### src/rtl/mmrd_pkg.sv
`default_nettype none
package mmrd_pkg;

    localparam int MAX_FRAME_BYTES = 64;
    localparam int MIN_FRAME_BYTES = 17;
    localparam int FIELD_FIRST     = 3;
    localparam int FIELD_COUNT     = 12;

    localparam int COUNT_W     = $clog2(MAX_FRAME_BYTES + 1);
    localparam int FIELD_IDX_W = $clog2(FIELD_COUNT);

    localparam logic [15:0] CRC_POLY = 16'hA001;
    localparam logic [15:0] CRC_INIT = 16'hFFFF;

    localparam int          PADDR_W            = 3;
    localparam logic [7:0]  DEVICE_ADDR_RESET  = 8'd1;
    localparam logic [0:0]  REG_DEVICE_ADDRESS = 1'd0;

    typedef enum logic [2:0] {
        STATUS_OK       = 3'd0,
        STATUS_BAD_ADDR = 3'd1,
        STATUS_CRC_ERR  = 3'd2,
        STATUS_SHORT    = 3'd3,
        STATUS_LONG     = 3'd4
    } status_t;

    typedef struct packed {
        status_t     status;
        logic [15:0] voltage;
        logic [15:0] current;
        logic [15:0] power;
        logic [31:0] energy;
        logic [15:0] power_factor;
    } result_t;

endpackage
`default_nettype wire

### src/rtl/mmrd_apb_regs.sv
`default_nettype none
module mmrd_apb_regs
    import mmrd_pkg::*;
(
    input  wire logic               aclk,
    input  wire logic               aresetn,
    input  wire logic               psel,
    input  wire logic               penable,
    input  wire logic               pwrite,
    input  wire logic [PADDR_W-1:0] paddr,
    input  wire logic [31:0]        pwdata,
    output logic      [31:0]        prdata,
    output logic                    pready,
    output logic      [7:0]         device_address
);

    logic [7:0] dev_addr_reg;
    logic       reg_hit;

    // word index is the upper address bit; byte lanes ignored
    assign reg_hit = (paddr[PADDR_W-1:2] == REG_DEVICE_ADDRESS);

    always_ff @(posedge aclk) begin
        if (!aresetn) begin
            dev_addr_reg <= DEVICE_ADDR_RESET;
        end else if (psel && penable && pwrite && reg_hit) begin
            dev_addr_reg <= pwdata[7:0];
        end
    end

    always_comb begin
        prdata = '0;
        if (reg_hit) begin
            prdata = {24'd0, dev_addr_reg};
        end
    end

    assign pready         = 1'b1;
    assign device_address = dev_addr_reg;

endmodule
`default_nettype wire

### src/rtl/mmrd_crc16.sv
`default_nettype none
module mmrd_crc16
    import mmrd_pkg::*;
(
    input  wire logic [15:0] crc_in,
    input  wire logic [7:0]  data_in,
    output logic      [15:0] crc_out
);

    // reflected CRC-16, one byte unrolled into eight shift/xor steps
    always_comb begin
        logic [15:0] c;
        c = crc_in ^ {8'd0, data_in};
        for (int k = 0; k < 8; k++) begin
            if (c[0]) begin
                c = (c >> 1) ^ CRC_POLY;
            end else begin
                c = c >> 1;
            end
        end
        crc_out = c;
    end

endmodule
`default_nettype wire

### src/rtl/mmrd_frame_core.sv
`default_nettype none
module mmrd_frame_core
    import mmrd_pkg::*;
(
    input  wire logic       aclk,
    input  wire logic       aresetn,
    input  wire logic       accept,
    input  wire logic [7:0] rx_byte,
    input  wire logic       end_of_frame,
    input  wire logic [7:0] device_address,
    output logic            done,
    output result_t         result
);

    logic [15:0]        crc_reg;
    logic [COUNT_W-1:0] count_reg;
    logic [7:0]         held0_reg;
    logic [7:0]         held1_reg;
    logic               addr_match_reg;
    logic               overflow_reg;
    logic [7:0]         field_reg [FIELD_COUNT];

    logic [15:0]          crc_fed;
    logic [15:0]          crc_next;
    logic [COUNT_W-1:0]   len;
    logic                 at_max;
    logic [COUNT_W-1:0]   count_next;
    logic                 overflow_next;
    logic                 addr_match_next;
    logic                 field_wr;
    logic [COUNT_W-1:0]   field_off;
    logic [FIELD_IDX_W-1:0] field_idx;
    status_t              status;

    mmrd_crc16 u_crc (
        .crc_in  (crc_reg),
        .data_in (held0_reg),
        .crc_out (crc_fed)
    );

    // crc trails the input by two bytes so the trailer is never folded in
    assign crc_next = (count_reg >= COUNT_W'(2)) ? crc_fed : crc_reg;

    assign len           = count_reg + COUNT_W'(1);
    assign at_max        = (len >= COUNT_W'(MAX_FRAME_BYTES));
    assign count_next    = at_max ? COUNT_W'(MAX_FRAME_BYTES) : len;
    assign overflow_next = overflow_reg | at_max;
    assign addr_match_next = (count_reg == '0) ? (rx_byte == device_address)
                                               : addr_match_reg;

    assign field_wr  = (count_reg >= COUNT_W'(FIELD_FIRST)) &&
                       (count_reg <  COUNT_W'(FIELD_FIRST + FIELD_COUNT));
    assign field_off = count_reg - COUNT_W'(FIELD_FIRST);
    assign field_idx = field_off[FIELD_IDX_W-1:0];

    always_comb begin
        if (overflow_next) begin
            status = STATUS_LONG;
        end else if (len < COUNT_W'(MIN_FRAME_BYTES)) begin
            status = STATUS_SHORT;
        end else if (!addr_match_next) begin
            status = STATUS_BAD_ADDR;
        end else if (crc_next != {rx_byte, held1_reg}) begin
            status = STATUS_CRC_ERR;
        end else begin
            status = STATUS_OK;
        end
    end

    // field bytes are only shown on a good frame, which wrote all of them
    always_comb begin
        result        = '0;
        result.status = status;
        if (status == STATUS_OK) begin
            result.voltage      = {field_reg[0], field_reg[1]};
            result.current      = {field_reg[2], field_reg[3]};
            result.power        = {field_reg[4], field_reg[5]};
            result.energy       = {field_reg[6], field_reg[7], field_reg[8], field_reg[9]};
            result.power_factor = {field_reg[10], field_reg[11]};
        end
    end

    assign done = accept && end_of_frame;

    always_ff @(posedge aclk) begin
        if (!aresetn) begin
            crc_reg        <= CRC_INIT;
            count_reg      <= '0;
            held0_reg      <= '0;
            held1_reg      <= '0;
            addr_match_reg <= 1'b0;
            overflow_reg   <= 1'b0;
        end else if (accept) begin
            if (end_of_frame) begin
                crc_reg        <= CRC_INIT;
                count_reg      <= '0;
                held0_reg      <= '0;
                held1_reg      <= '0;
                addr_match_reg <= 1'b0;
                overflow_reg   <= 1'b0;
            end else begin
                crc_reg        <= crc_next;
                count_reg      <= count_next;
                held0_reg      <= held1_reg;
                held1_reg      <= rx_byte;
                addr_match_reg <= addr_match_next;
                overflow_reg   <= overflow_next;
            end
        end
    end

    always_ff @(posedge aclk) begin
        if (accept && field_wr) begin
            field_reg[field_idx] <= rx_byte;
        end
    end

    a_count_bound: assert property (@(posedge aclk) disable iff (!aresetn)
        count_reg <= COUNT_W'(MAX_FRAME_BYTES))
        else $error("byte count beyond frame limit");

    a_overflow_sat: assert property (@(posedge aclk) disable iff (!aresetn)
        overflow_reg |-> (count_reg == COUNT_W'(MAX_FRAME_BYTES)))
        else $error("overflow flag without saturated count");

    a_frame_clear: assert property (@(posedge aclk) disable iff (!aresetn)
        done |=> (count_reg == '0) && (crc_reg == CRC_INIT) && !overflow_reg)
        else $error("frame state not cleared after frame end");

    a_crc_hold: assert property (@(posedge aclk) disable iff (!aresetn)
        (accept && !end_of_frame && count_reg < COUNT_W'(2)) |=> (crc_reg == CRC_INIT))
        else $error("crc advanced during the first two bytes");

endmodule
`default_nettype wire

### src/rtl/modbus_meter_response_decoder.sv
`default_nettype none
// Channel   Direction  Handshake          Payload
// s_        in         s_valid/s_ready    s_rx_byte[7:0], s_end_of_frame
// m_        out        m_valid/m_ready    m_status[2:0], m_voltage, m_current, m_power,
//                                         m_energy[31:0], m_power_factor
// APB       in/out     psel/penable       device_address at byte 0
//
// One byte per cycle while s_ready is high; the byte-wide CRC update, length and address
// checks sit between the frame state registers and the result register.
// The result beat appears the cycle after its last byte is taken.
// Synchronous active-low reset clears frame state; device_address resets to 1.
// s_ready drops only while a result beat is held and m_ready is low.
module modbus_meter_response_decoder
    import mmrd_pkg::*;
(
    input  wire logic               aclk,
    input  wire logic               aresetn,

    input  wire logic               psel,
    input  wire logic               penable,
    input  wire logic               pwrite,
    input  wire logic [PADDR_W-1:0] paddr,
    input  wire logic [31:0]        pwdata,
    output logic      [31:0]        prdata,
    output logic                    pready,

    input  wire logic               s_valid,
    output logic                    s_ready,
    input  wire logic [7:0]         s_rx_byte,
    input  wire logic               s_end_of_frame,

    output logic                    m_valid,
    input  wire logic               m_ready,
    output logic      [2:0]         m_status,
    output logic      [15:0]        m_voltage,
    output logic      [15:0]        m_current,
    output logic      [15:0]        m_power,
    output logic      [31:0]        m_energy,
    output logic      [15:0]        m_power_factor
);

    logic       [7:0] device_address;
    logic             accept;
    logic             done;
    result_t          result;
    result_t          result_reg;
    logic             m_valid_reg;

    mmrd_apb_regs u_regs (
        .aclk           (aclk),
        .aresetn        (aresetn),
        .psel           (psel),
        .penable        (penable),
        .pwrite         (pwrite),
        .paddr          (paddr),
        .pwdata         (pwdata),
        .prdata         (prdata),
        .pready         (pready),
        .device_address (device_address)
    );

    assign s_ready = !m_valid_reg || m_ready;
    assign accept  = s_valid && s_ready;

    mmrd_frame_core u_core (
        .aclk           (aclk),
        .aresetn        (aresetn),
        .accept         (accept),
        .rx_byte        (s_rx_byte),
        .end_of_frame   (s_end_of_frame),
        .device_address (device_address),
        .done           (done),
        .result         (result)
    );

    always_ff @(posedge aclk) begin
        if (!aresetn) begin
            m_valid_reg <= 1'b0;
        end else if (done) begin
            m_valid_reg <= 1'b1;
        end else if (m_ready) begin
            m_valid_reg <= 1'b0;
        end
    end

    always_ff @(posedge aclk) begin
        if (done) begin
            result_reg <= result;
        end
    end

    assign m_valid        = m_valid_reg;
    assign m_status       = result_reg.status;
    assign m_voltage      = result_reg.voltage;
    assign m_current      = result_reg.current;
    assign m_power        = result_reg.power;
    assign m_energy       = result_reg.energy;
    assign m_power_factor = result_reg.power_factor;

endmodule
`default_nettype wire
### config.mk
export PLATFORM = sky130hd
export DESIGN_NAME = modbus_meter_response_decoder
export DESIGN_NICKNAME = d
export VERILOG_FILES = /design/src/rtl/mmrd_pkg.sv /design/src/rtl/mmrd_apb_regs.sv /design/src/rtl/mmrd_crc16.sv /design/src/rtl/mmrd_frame_core.sv /design/src/rtl/modbus_meter_response_decoder.sv
export SDC_FILE = /design/constraint.sdc
export NUM_CORES = 1
export LEC_CHECK = 0
export BUFFER_PORTS_ARGS = -buffer_cell sky130_fd_sc_hd__buf_2
export CORE_UTILIZATION = 40
export DETAILED_ROUTE_END_ITERATION = 8
export GPL_TIMING_DRIVEN = 0
export HOLD_SLACK_MARGIN = 0.1
export PLACE_DENSITY = 0.61
export SETUP_SLACK_MARGIN = 0.5
export SLEW_MARGIN = 15
export SYNTH_ARGS = -nofsm -noshare
export SYNTH_HDL_FRONTEND = slang
export SYNTH_SLANG_ARGS = --single-unit
### constraint.sdc
create_clock -name aclk -period 3.7 [get_ports aclk]
set_input_delay 0.37 -clock aclk [delete_from_list [all_inputs] [get_ports aclk]]
set_output_delay 0.37 -clock aclk [all_outputs]
set_load 0.05 [all_outputs]
=== Word level (Yosys, flattened, before mapping) ===
Memory sizes are Yosys's and may differ from the RTL's. A register that Yosys moved wholly into a read port is not among the register bits.
Index checks and enable logic that the tools add are counted.

* Multiplexer cells: 26
* Equal/unequal tests: 2
* Bitwise gates (word level): 11
* $lt $le $gt $ge: 5
* Reduce and logical (&&, ||, !) cells: 24
* Add/subtract/negate cells: 2

{| class="wikitable"
|+ Operator list
! operator !! number
|-
| two-way mux 16 bit || 10
|-
| two-way mux 8 bit || 3
|-
| inverter 2 -> 3 bit || 8
|-
| inequality test 16 bit || 1
|-
| bitwise XOR 16 x 8 -> 16 bit || 1
|-
| >= comparator 7 x 2 -> 1 bit (second input constant) || 2
|-
| two-way mux 7 bit || 2
|-
| logical NOT 1 bit || 13
|-
| two-way mux 3 bit || 3
|-
| equality test 8 bit || 1
|-
| adder 7 x 1 -> 7 bit (second input constant) || 1
|-
| >= comparator 7 bit (second input constant) || 1
|-
| logical AND 1 bit || 7
|-
| logical NOT 7 bit || 1
|-
| < comparator 7 x 4 -> 1 bit (second input constant) || 1
|-
| < comparator 7 x 5 -> 1 bit (second input constant) || 1
|-
| two-way mux 1 bit || 7
|-
| subtractor 4 x 2 -> 4 bit (second input constant) || 1
|-
| logical NOT 3 bit || 1
|-
| two-way mux 2 bit || 1
|-
| nonzero test 2 bit || 1
|-
| logical OR 1 bit || 1
|-
| inverter 1 bit || 1
|-
| bitwise OR 1 bit || 1
|}

* Output and inout bits: 134
* Input bits: 51
* Bits in registers: 53
* Memory bits (writable): 96
* Word-level logic and storage cells: 80
* Memories: 1

{| class="wikitable"
|+ Memories
! memory !! depth !! width !! read ports !! clocked after memory_dff !! wr ports !! line !! RTL
|-
| u_core.field_reg || 12 || 8 || 12 || 12 || 1 || mmrd_frame_core.sv:21 || <nowiki>logic [7:0] field_reg [FIELD_COUNT];</nowiki>
|}

=== Depth between registers and ports, before layout ===
Gate-level depths: netlist of run 1.

* Word-level depth: 25
* Gate-level depth with buffers: 12

=== Modules after synthesis ===
From an unflattened synthesis of run 1, not the netlist that was laid out.

* Cell total of the unflattened synthesis: 731
* Area, all modules: 10072.2 sq um

{| class="wikitable"
|+ By module, submodules not included
! module !! instances !! seq. area each (sq um) !! area each (sq um) !! cells each
|-
| mmrd_frame_core || 1 || 3703.6 || 6194.7 || 531
|-
| modbus_meter_response_decoder || 1 || 2992.9 || 3030.4 || 104
|-
| mmrd_apb_regs || 1 || 160.2 || 595.6 || 70
|-
| mmrd_crc16 || 1 || 0.0 || 251.5 || 26
|}

=== Worst setup path after synthesis of run 1 ===
OpenSTA, ideal clock, no wires.

* Kind: flip-flop to flip-flop
* From: register m_valid_reg (netlist: m_valid)
* To: register m_current[0] (netlist name)
* Library setup time: 0.453 ns
* Arrival time: 3.425 ns
* Data required time: 3.247 ns
* Cell stages (with the launch flop): 6
* Path buffers: 1
* Setup slack: -0.178 ns
* Period minus slack after synthesis: 3.878 ns
* Cells stage by stage: dfxtp_1 nand2b_1 and2_1 clkbuf_1 nand2_1 inv_1

* Longest elaborated chain between the ends: 4

{| class="wikitable"
|+ RTL lines
! what !! line !! RTL
|-
| from (decl) || modbus_meter_response_decoder.sv:47 || <nowiki>logic m_valid_reg;</nowiki>
|-
| from (signal assigned) || modbus_meter_response_decoder.sv:78 || <nowiki>m_valid_reg <= 1'b0;</nowiki>
|-
| from (signal assigned) || modbus_meter_response_decoder.sv:80 || <nowiki>m_valid_reg <= 1'b1;</nowiki>
|-
| from (signal assigned) || modbus_meter_response_decoder.sv:82 || <nowiki>m_valid_reg <= 1'b0;</nowiki>
|-
| logical NOT 1 bit || modbus_meter_response_decoder.sv:62 || <nowiki>assign s_ready = !m_valid_reg || m_ready;</nowiki>
|-
| logical OR 1 bit || modbus_meter_response_decoder.sv:62 ||
|-
| named net s_ready || modbus_meter_response_decoder.sv:28 || <nowiki>output logic s_ready,</nowiki>
|-
| logical AND 1 bit || modbus_meter_response_decoder.sv:63 || <nowiki>assign accept = s_valid && s_ready;</nowiki>
|-
| logical AND 1 bit || mmrd_frame_core.sv:83 || <nowiki>assign done = accept && end_of_frame;</nowiki>
|-
| named net done || modbus_meter_response_decoder.sv:44 || <nowiki>logic done;</nowiki>
|}

The timed path passes the listed nets, and every way through them passes these cells.
A chain may end at the register's enable or synchronous reset.

=== Worst setup path after layout of run 1 ===
* From: register u_core.count_reg[0]
* To: register m_power_factor[1] (netlist name)

* Longest elaborated chain between the ends: 9
* Elaborated cells on any way between the ends: 15

{| class="wikitable"
|+ RTL lines
! what !! line !! RTL
|-
| from (decl) || mmrd_frame_core.sv:16 || <nowiki>logic [COUNT_W-1:0] count_reg;</nowiki>
|-
| from (signal assigned) || mmrd_frame_core.sv:103 || <nowiki>count_reg <= count_next;</nowiki>
|-
| >= comparator 7 x 2 -> 1 bit || mmrd_frame_core.sv:42 || <nowiki>assign crc_next = (count_reg >= COUNT_W'(2)) ? crc_fed : crc_reg;</nowiki>
|-
| two-way mux 16 bit || mmrd_frame_core.sv:42 ||
|-
| inequality test 16 bit || mmrd_frame_core.sv:63 || <nowiki>end else if (crc_next != {rx_byte, held1_reg}) begin</nowiki>
|-
| two-way mux 2 bit || mmrd_frame_core.sv:63 ||
|-
| two-way mux 3 bit || mmrd_frame_core.sv:61 || <nowiki>end else if (!addr_match_next) begin</nowiki>
|-
| two-way mux 3 bit || mmrd_frame_core.sv:59 || <nowiki>end else if (len < COUNT_W'(MIN_FRAME_BYTES)) begin</nowiki>
|-
| two-way mux 3 bit * || mmrd_frame_core.sv:57 || <nowiki>if (overflow_next) begin</nowiki>
|-
| logical NOT 3 bit * || mmrd_frame_core.sv:74 || <nowiki>if (status == STATUS_OK) begin</nowiki>
|-
| logical NOT 1 bit (no line) * || - ||
|}

Every way passes the cells marked *; elsewhere a longest branch is shown, timed or not.

==> impl_metrics.json, run 1 <==
{
  "layoutNonFillerInstCount": 1387,
  "grt_overflow_total": 0,
  "final_common_cell": "edfxtp_1",
  "dr.pass1.iters": 5,
  "fin_nets": 1093,
  "final_layout_size_suffix_gt1_share_pct": 27.5,
  "critPathMaxFanout": 10,
  "setup_slack_ns": 0.650,
  "rows": 58,
  "core_mm2": 0.0254,
  "cap_violations": 0,
  "worst-slew-pin-transition_ns": 0.873,
  "synth_edf_count": 195,
  "wl_um": 22600,
  "die_area_mm2": 0.0268,
  "numCtsBuffers": 26,
  "hold-worst-slack_ns": 0.153,
  "slew_headroom_pct": 41.6,
  "drtIter0Drc": 497,
  "synthToLayoutAreaGrowth_pct": 22.7,
  "dieWidth_um": 164,
  "p_leak_nw": 5.00,
  "io_pins": 185,
  "clock_sinks": 245,
  "hold_viol_final": 0,
  "vias": 6585,
  "ys_seq_area_share_pct": 65.6,
  "route.detailed.drc": 0,
  "setup_violations": 0,
  "gp_congestion": 0.848,
  "synthFlopType": "edfxtp_1",
  "vias_per_cell": 4.75,
  "final_cell_mix": "edfxtp_1, buf_2, inv_1, nand2_1, nor3_1",
  "cp.arrival_ns": 3.41,
  "worstSkewPairLatency_ns": 0.53,
  "syn_inst": 833,
  "htreeDepth": 1,
  "cts.path.max_buffers": 3,
  "grt_max_degree": 40,
  "crit_type": "reg2reg",
  "final_area_mm2": 0.0128,
  "outcome": "finished, final reports clean",
  "dpl_cell_area_mm2": 0.0117,
  "worst_setup_path_start_kind": "flip-flop",
  "drtAntennaViolNets": 0,
  "cts_tree": "built",
  "required_ns": 4.06,
  "clkTransAtPathRegs_ns": 0.06,
  "portBuffers": 133,
  "syn_area_per_cell_um2": 12.5,
  "wl_per_cell_um": 16.3,
  "end_kind": "flip-flop",
  "tns_ns": 0,
  "ys_async_sr_fraction_pct": 0,
  "timing.fmax_mhz": 328,
  "synth_cell_type_count": 55,
  "fillCellCount": 2281,
  "final-max-slew-violation-count": 0,
  "grt_setup_unrepaired": "false",
  "period_minus_slack_ns": 3.05,
  "root_buffer": "clkbuf_16",
  "dpl_worst_slack_ns": -0.213,
  "antenna_found_initial": 0,
  "peakVddDrop_mv": 0.281,
  "dp_cells": 1323,
  "post-dp-hpwl_um": 15000,
  "multiInputGateArea_mm2": 0.00302,
  "finalPower_mw": 6.07,
  "ys_warn_count": 0,
  "clock_skew_ns": 0.0100,
  "ys_ff_latch": 245,
  "hp-class": "in2reg",
  "syn_area_mm2": 0.0104,
  "grt_pass1_wl_um": 35000,
  "period_share_pct": 82.4,
  "die_h_um": 164,
  "start_util_pct": 41.1,
  "fin_util_pct": 50.5,
  "grt_pass1_vias": 6334,
  "grt_util_all_layers_pct": 17.1,
  "antennaDiodeCount": 0,
  "regArea_mm2": 0.00686,
  "power.density_mw_per_mm2": 473,
  "largest_reg_flops": 96
}
==> metal layers <==
metal,GRT usage [%],part of all wire (%),vias up
li1,-,-,3246
met1,23.5,45,3131
met2,28.4,48,174
met4,4.46,1.8,0
met3,2.49,5.5,34
met5,0,0,-
==> cell type report <==
type                            count  area share [%]
Clock buffer                       30            5.36
Tap cell                          330            3.22
Inverter                          108            3.19
Timing Repair Buffer              153            6.84
Sequential cell                   245            53.5
Clock inverter                     18            1.23
Buffer                             67            3.13
Multi-Input combinational cell    436            23.5
==> power breakdown <==
part	total [mW]	switching [mW]	internal, mW
registers	3.03	0.0230	3.01
logic	0.481	0.348	0.134
clock network	2.55	1.02	1.53
==> cells by family after synthesis <==
family                   synth area share (%)
AO/OA/AOI/OAI                            5.71
XOR/XNOR                                 5.60
adder cells (fa/ha/maj)                 0.599
buffers and inverters                    7.51
flip-flops                               65.6
multiplexers                           0.0958
other                                  0.0719
AND/OR/NAND/NOR                          14.8
==> final timing paths <==
| path | startpoint | endpoint | slack, ns | depth (start not counted) |
|---|---|---|---|---|
| min reg2reg | u_core.overflow_reg$_SDFFE_PN0P_ | u_core.overflow_reg$_SDFFE_PN0P_ | 0.48 | 2 |
| max reg2reg | u_core.count_reg[0]$_SDFFE_PN0P_ | m_power_factor[1]$_SDFFCE_PP0P_ | 0.65 | 13 |
| max | u_core.count_reg[0]$_SDFFE_PN0P_ | m_power_factor[1]$_SDFFCE_PP0P_ | 0.65 | 13 |
| min | m_ready | m_valid$_SDFFE_PN0P_ | 0.15 | 3 |
==> cells in the mapped netlist (6+ instances only) <==
cell	instances	area share (%)
nor2b_1	17	1.0
xnor2_1	31	2.6
edfxtp_1	195	56
dfxtp_1	50	9.6
xnor3_1	6	1.3
nor2_1	26	0.93
o21ai_0	9	0.43
o211ai_1	12	0.86
nand3_1	11	0.53
inv_1	108	3.9
nor3_2	41	3.9
a21boi_0	25	1.8
nand2_1	67	2.4
nand3b_1	13	0.93
clkbuf_1	35	1.3
xor2_1	12	1.0
a21oi_1	16	0.77
nor3_1	60	2.9
buf_4	26	1.9
==> timing repair <==
action,in CTS,in global routing
setup endpoints to repair,97,95
setup buffers,2,6
hold buffers,8,0
hold endpoints to repair,8,0
pin swaps,2,4
resized for setup,13,31
==> worst max-delay path, cell delays in order (launching register included) <==
cell and delay [ns]:
dfxtp_4 0.38, inv_2 0.06, ha_4 0.17, nor4_4 0.29, nand2_1 0.14, buf_6 0.15
o211a_1 0.21, a221o_1 0.31, nor4_4 0.39, nand4_2 0.13, buf_6 0.17, buf_6 0.15
buf_6 0.16, nor3_2 0.18
No activity file was read; power rests on OpenSTA's default activity.
==> run 2, diff against run 1 <==
- PLACE_DENSITY: 0.61 -> 0.64
- clock period: 3.7 -> 2.6 ns (I/O delays scaled with it)
==> impl_metrics.json, run 2 (synthesis gave the netlist of run 1 again) <==
{
  "wl_um": 23700,
  "final_common_cell": "edfxtp_1",
  "grt_overflow_total": 0,
  "crit_type": "reg2reg",
  "grt_pass1_wl_um": 35700,
  "die_h_um": 164,
  "grt_max_degree": 34,
  "setup_violations": 97,
  "vias": 6803,
  "grt_util_all_layers_pct": 17.6,
  "root_buffer": "clkbuf_16",
  "gp_congestion": 0.871,
  "timing.fmax_mhz": 346,
  "antenna_found_initial": 0,
  "dr.pass1.iters": 5,
  "fillCellCount": 2106,
  "clock_sinks": 245,
  "drtIter0Drc": 466,
  "portBuffers": 133,
  "antennaDiodeCount": 0,
  "required_ns": 2.97,
  "end_kind": "flip-flop",
  "setup_slack_ns": -0.293,
  "final-max-slew-violation-count": 0,
  "cts.path.max_buffers": 3,
  "worstSkewPairLatency_ns": 0.53,
  "finalPower_mw": 8.37,
  "largest_reg_flops": 96,
  "regArea_mm2": 0.00688,
  "hold-worst-slack_ns": 0.121,
  "hp-class": "in2reg",
  "cap_violations": 0,
  "fin_nets": 1127,
  "dieWidth_um": 164,
  "power.density_mw_per_mm2": 594,
  "violations": "negative setup slack",
  "rows": 58,
  "hold_viol_final": 0,
  "synthToLayoutAreaGrowth_pct": 35.0,
  "grt_pass1_vias": 6359,
  "multiInputGateArea_mm2": 0.00385,
  "outcome": "complete, but fails checks",
  "start_util_pct": 41.1,
  "period_minus_slack_ns": 2.89,
  "route.detailed.drc": 0,
  "slew_headroom_pct": 44.4,
  "grt_setup_unrepaired": "true",
  "core_mm2": 0.0254,
  "drtAntennaViolNets": 0,
  "p_leak_nw": 5.64,
  "critPathMaxFanout": 10,
  "numCtsBuffers": 26,
  "clkTransAtPathRegs_ns": 0.06,
  "cp.arrival_ns": 3.26,
  "peakVddDrop_mv": 0.397,
  "worst-slew-pin-transition_ns": 0.830,
  "vias_per_cell": 4.80,
  "period_share_pct": 111,
  "final_layout_size_suffix_gt1_share_pct": 39.6,
  "io_pins": 185,
  "wl_per_cell_um": 16.7,
  "worst_setup_path_start_kind": "flip-flop",
  "post-dp-hpwl_um": 15100,
  "die_area_mm2": 0.0268,
  "cts_tree": "built",
  "htreeDepth": 1,
  "clock_skew_ns": 0.0167,
  "final_cell_mix": "edfxtp_1, buf_2, inv_1, nand2_1, nor3_2"
}
run 2: changes by cell type in the layout (fill, tap and decap cells not counted), sizes merged:
cell         before  now
dlygate4sd3       8   12
buf             178  207
clkbuf           64   68
clkinvlp          3    1
clkinv           13   12
bufinv            3    0
run 2: cell type report:
class	instances	share of cell area [%]
buffer	67	3.85
clock buffer	33	4.87
clock inverter	12	0.461
inverter	108	2.92
multi-input combinational	436	27.3
sequential	245	48.8
tap	330	2.93
timing repair buffer	187	8.84
run 2: critical path: stages, from the launching register on:
cell      delay, ns
dfxtp_4        0.36
inv_4          0.05
ha_4           0.17
or4_4          0.44
nor2_4         0.26
a21oi_2        0.11
xnor2_2        0.17
nor4_4         0.42
nand4_4        0.21
buf_12         0.20
clkbuf_8       0.19
nor3_2         0.17
run 2: through the flow:
stage | worst slack (ns) | cell area [um^2] | std cells | utilization, % | setup TNS [ns]
finish | -0.293 | 14100 | 1418 | 55.5 | -22.67
global route | -0.392 | 14100 | 1418 | 55.5 | -32.32
CTS | -0.340 | 13700 | 1406 | 54.0 | -26.33
detailed placement | -0.915 | 12200 | 1322 | 48.1 | -70.59
global placement | -0.857 | 12200 | 1319 | 47.9 | -148.79
floorplan | -0.202 | 11100 | 856 | - | -20.27
run 2: report_power, final:
part | switching, mW | internal, mW
Combinational | 0.527 | 0.237
Clock | 1.44 | 1.85
Sequential | 0.0353 | 4.28
Total | 2.00 | 6.37
run 2: path summary, 6_finish.rpt:
| check | start | end | slack [ns] | cells after the start |
|---|---|---|---|---|
| setup reg to reg | u_core.count_reg[0]$_SDFFE_PN0P_ | m_energy[1]$_SDFFCE_PP0P_ | -0.29 | 11 |
| setup / recovery | u_core.count_reg[0]$_SDFFE_PN0P_ | m_energy[1]$_SDFFCE_PP0P_ | -0.29 | 11 |
| hold reg to reg | u_core.overflow_reg$_SDFFE_PN0P_ | u_core.overflow_reg$_SDFFE_PN0P_ | 0.49 | 2 |
| hold / removal | s_rx_byte[7] | u_core.field_reg[11][7]$_DFFE_PP_ | 0.12 | 1 |
run 2: metal layers:
layer | global-route usage, % | vias up | wire [um]
met4 | 4.34 | 0 | 463
met3 | 2.72 | 37 | 1250
met1 | 23.7 | 3253 | 10300
met2 | 29.6 | 196 | 11700
met5 | 0 | - | 0
li1 | - | 3317 | -
run 2: timing repair:
action,in CTS,in global routing
buffers inserted,27,10
gates resized for setup,77,58
pin swaps,19,27
hold endpoints to repair,12,0
cloned,0,2
setup endpoints to repair,202,158
hold buffers,12,0
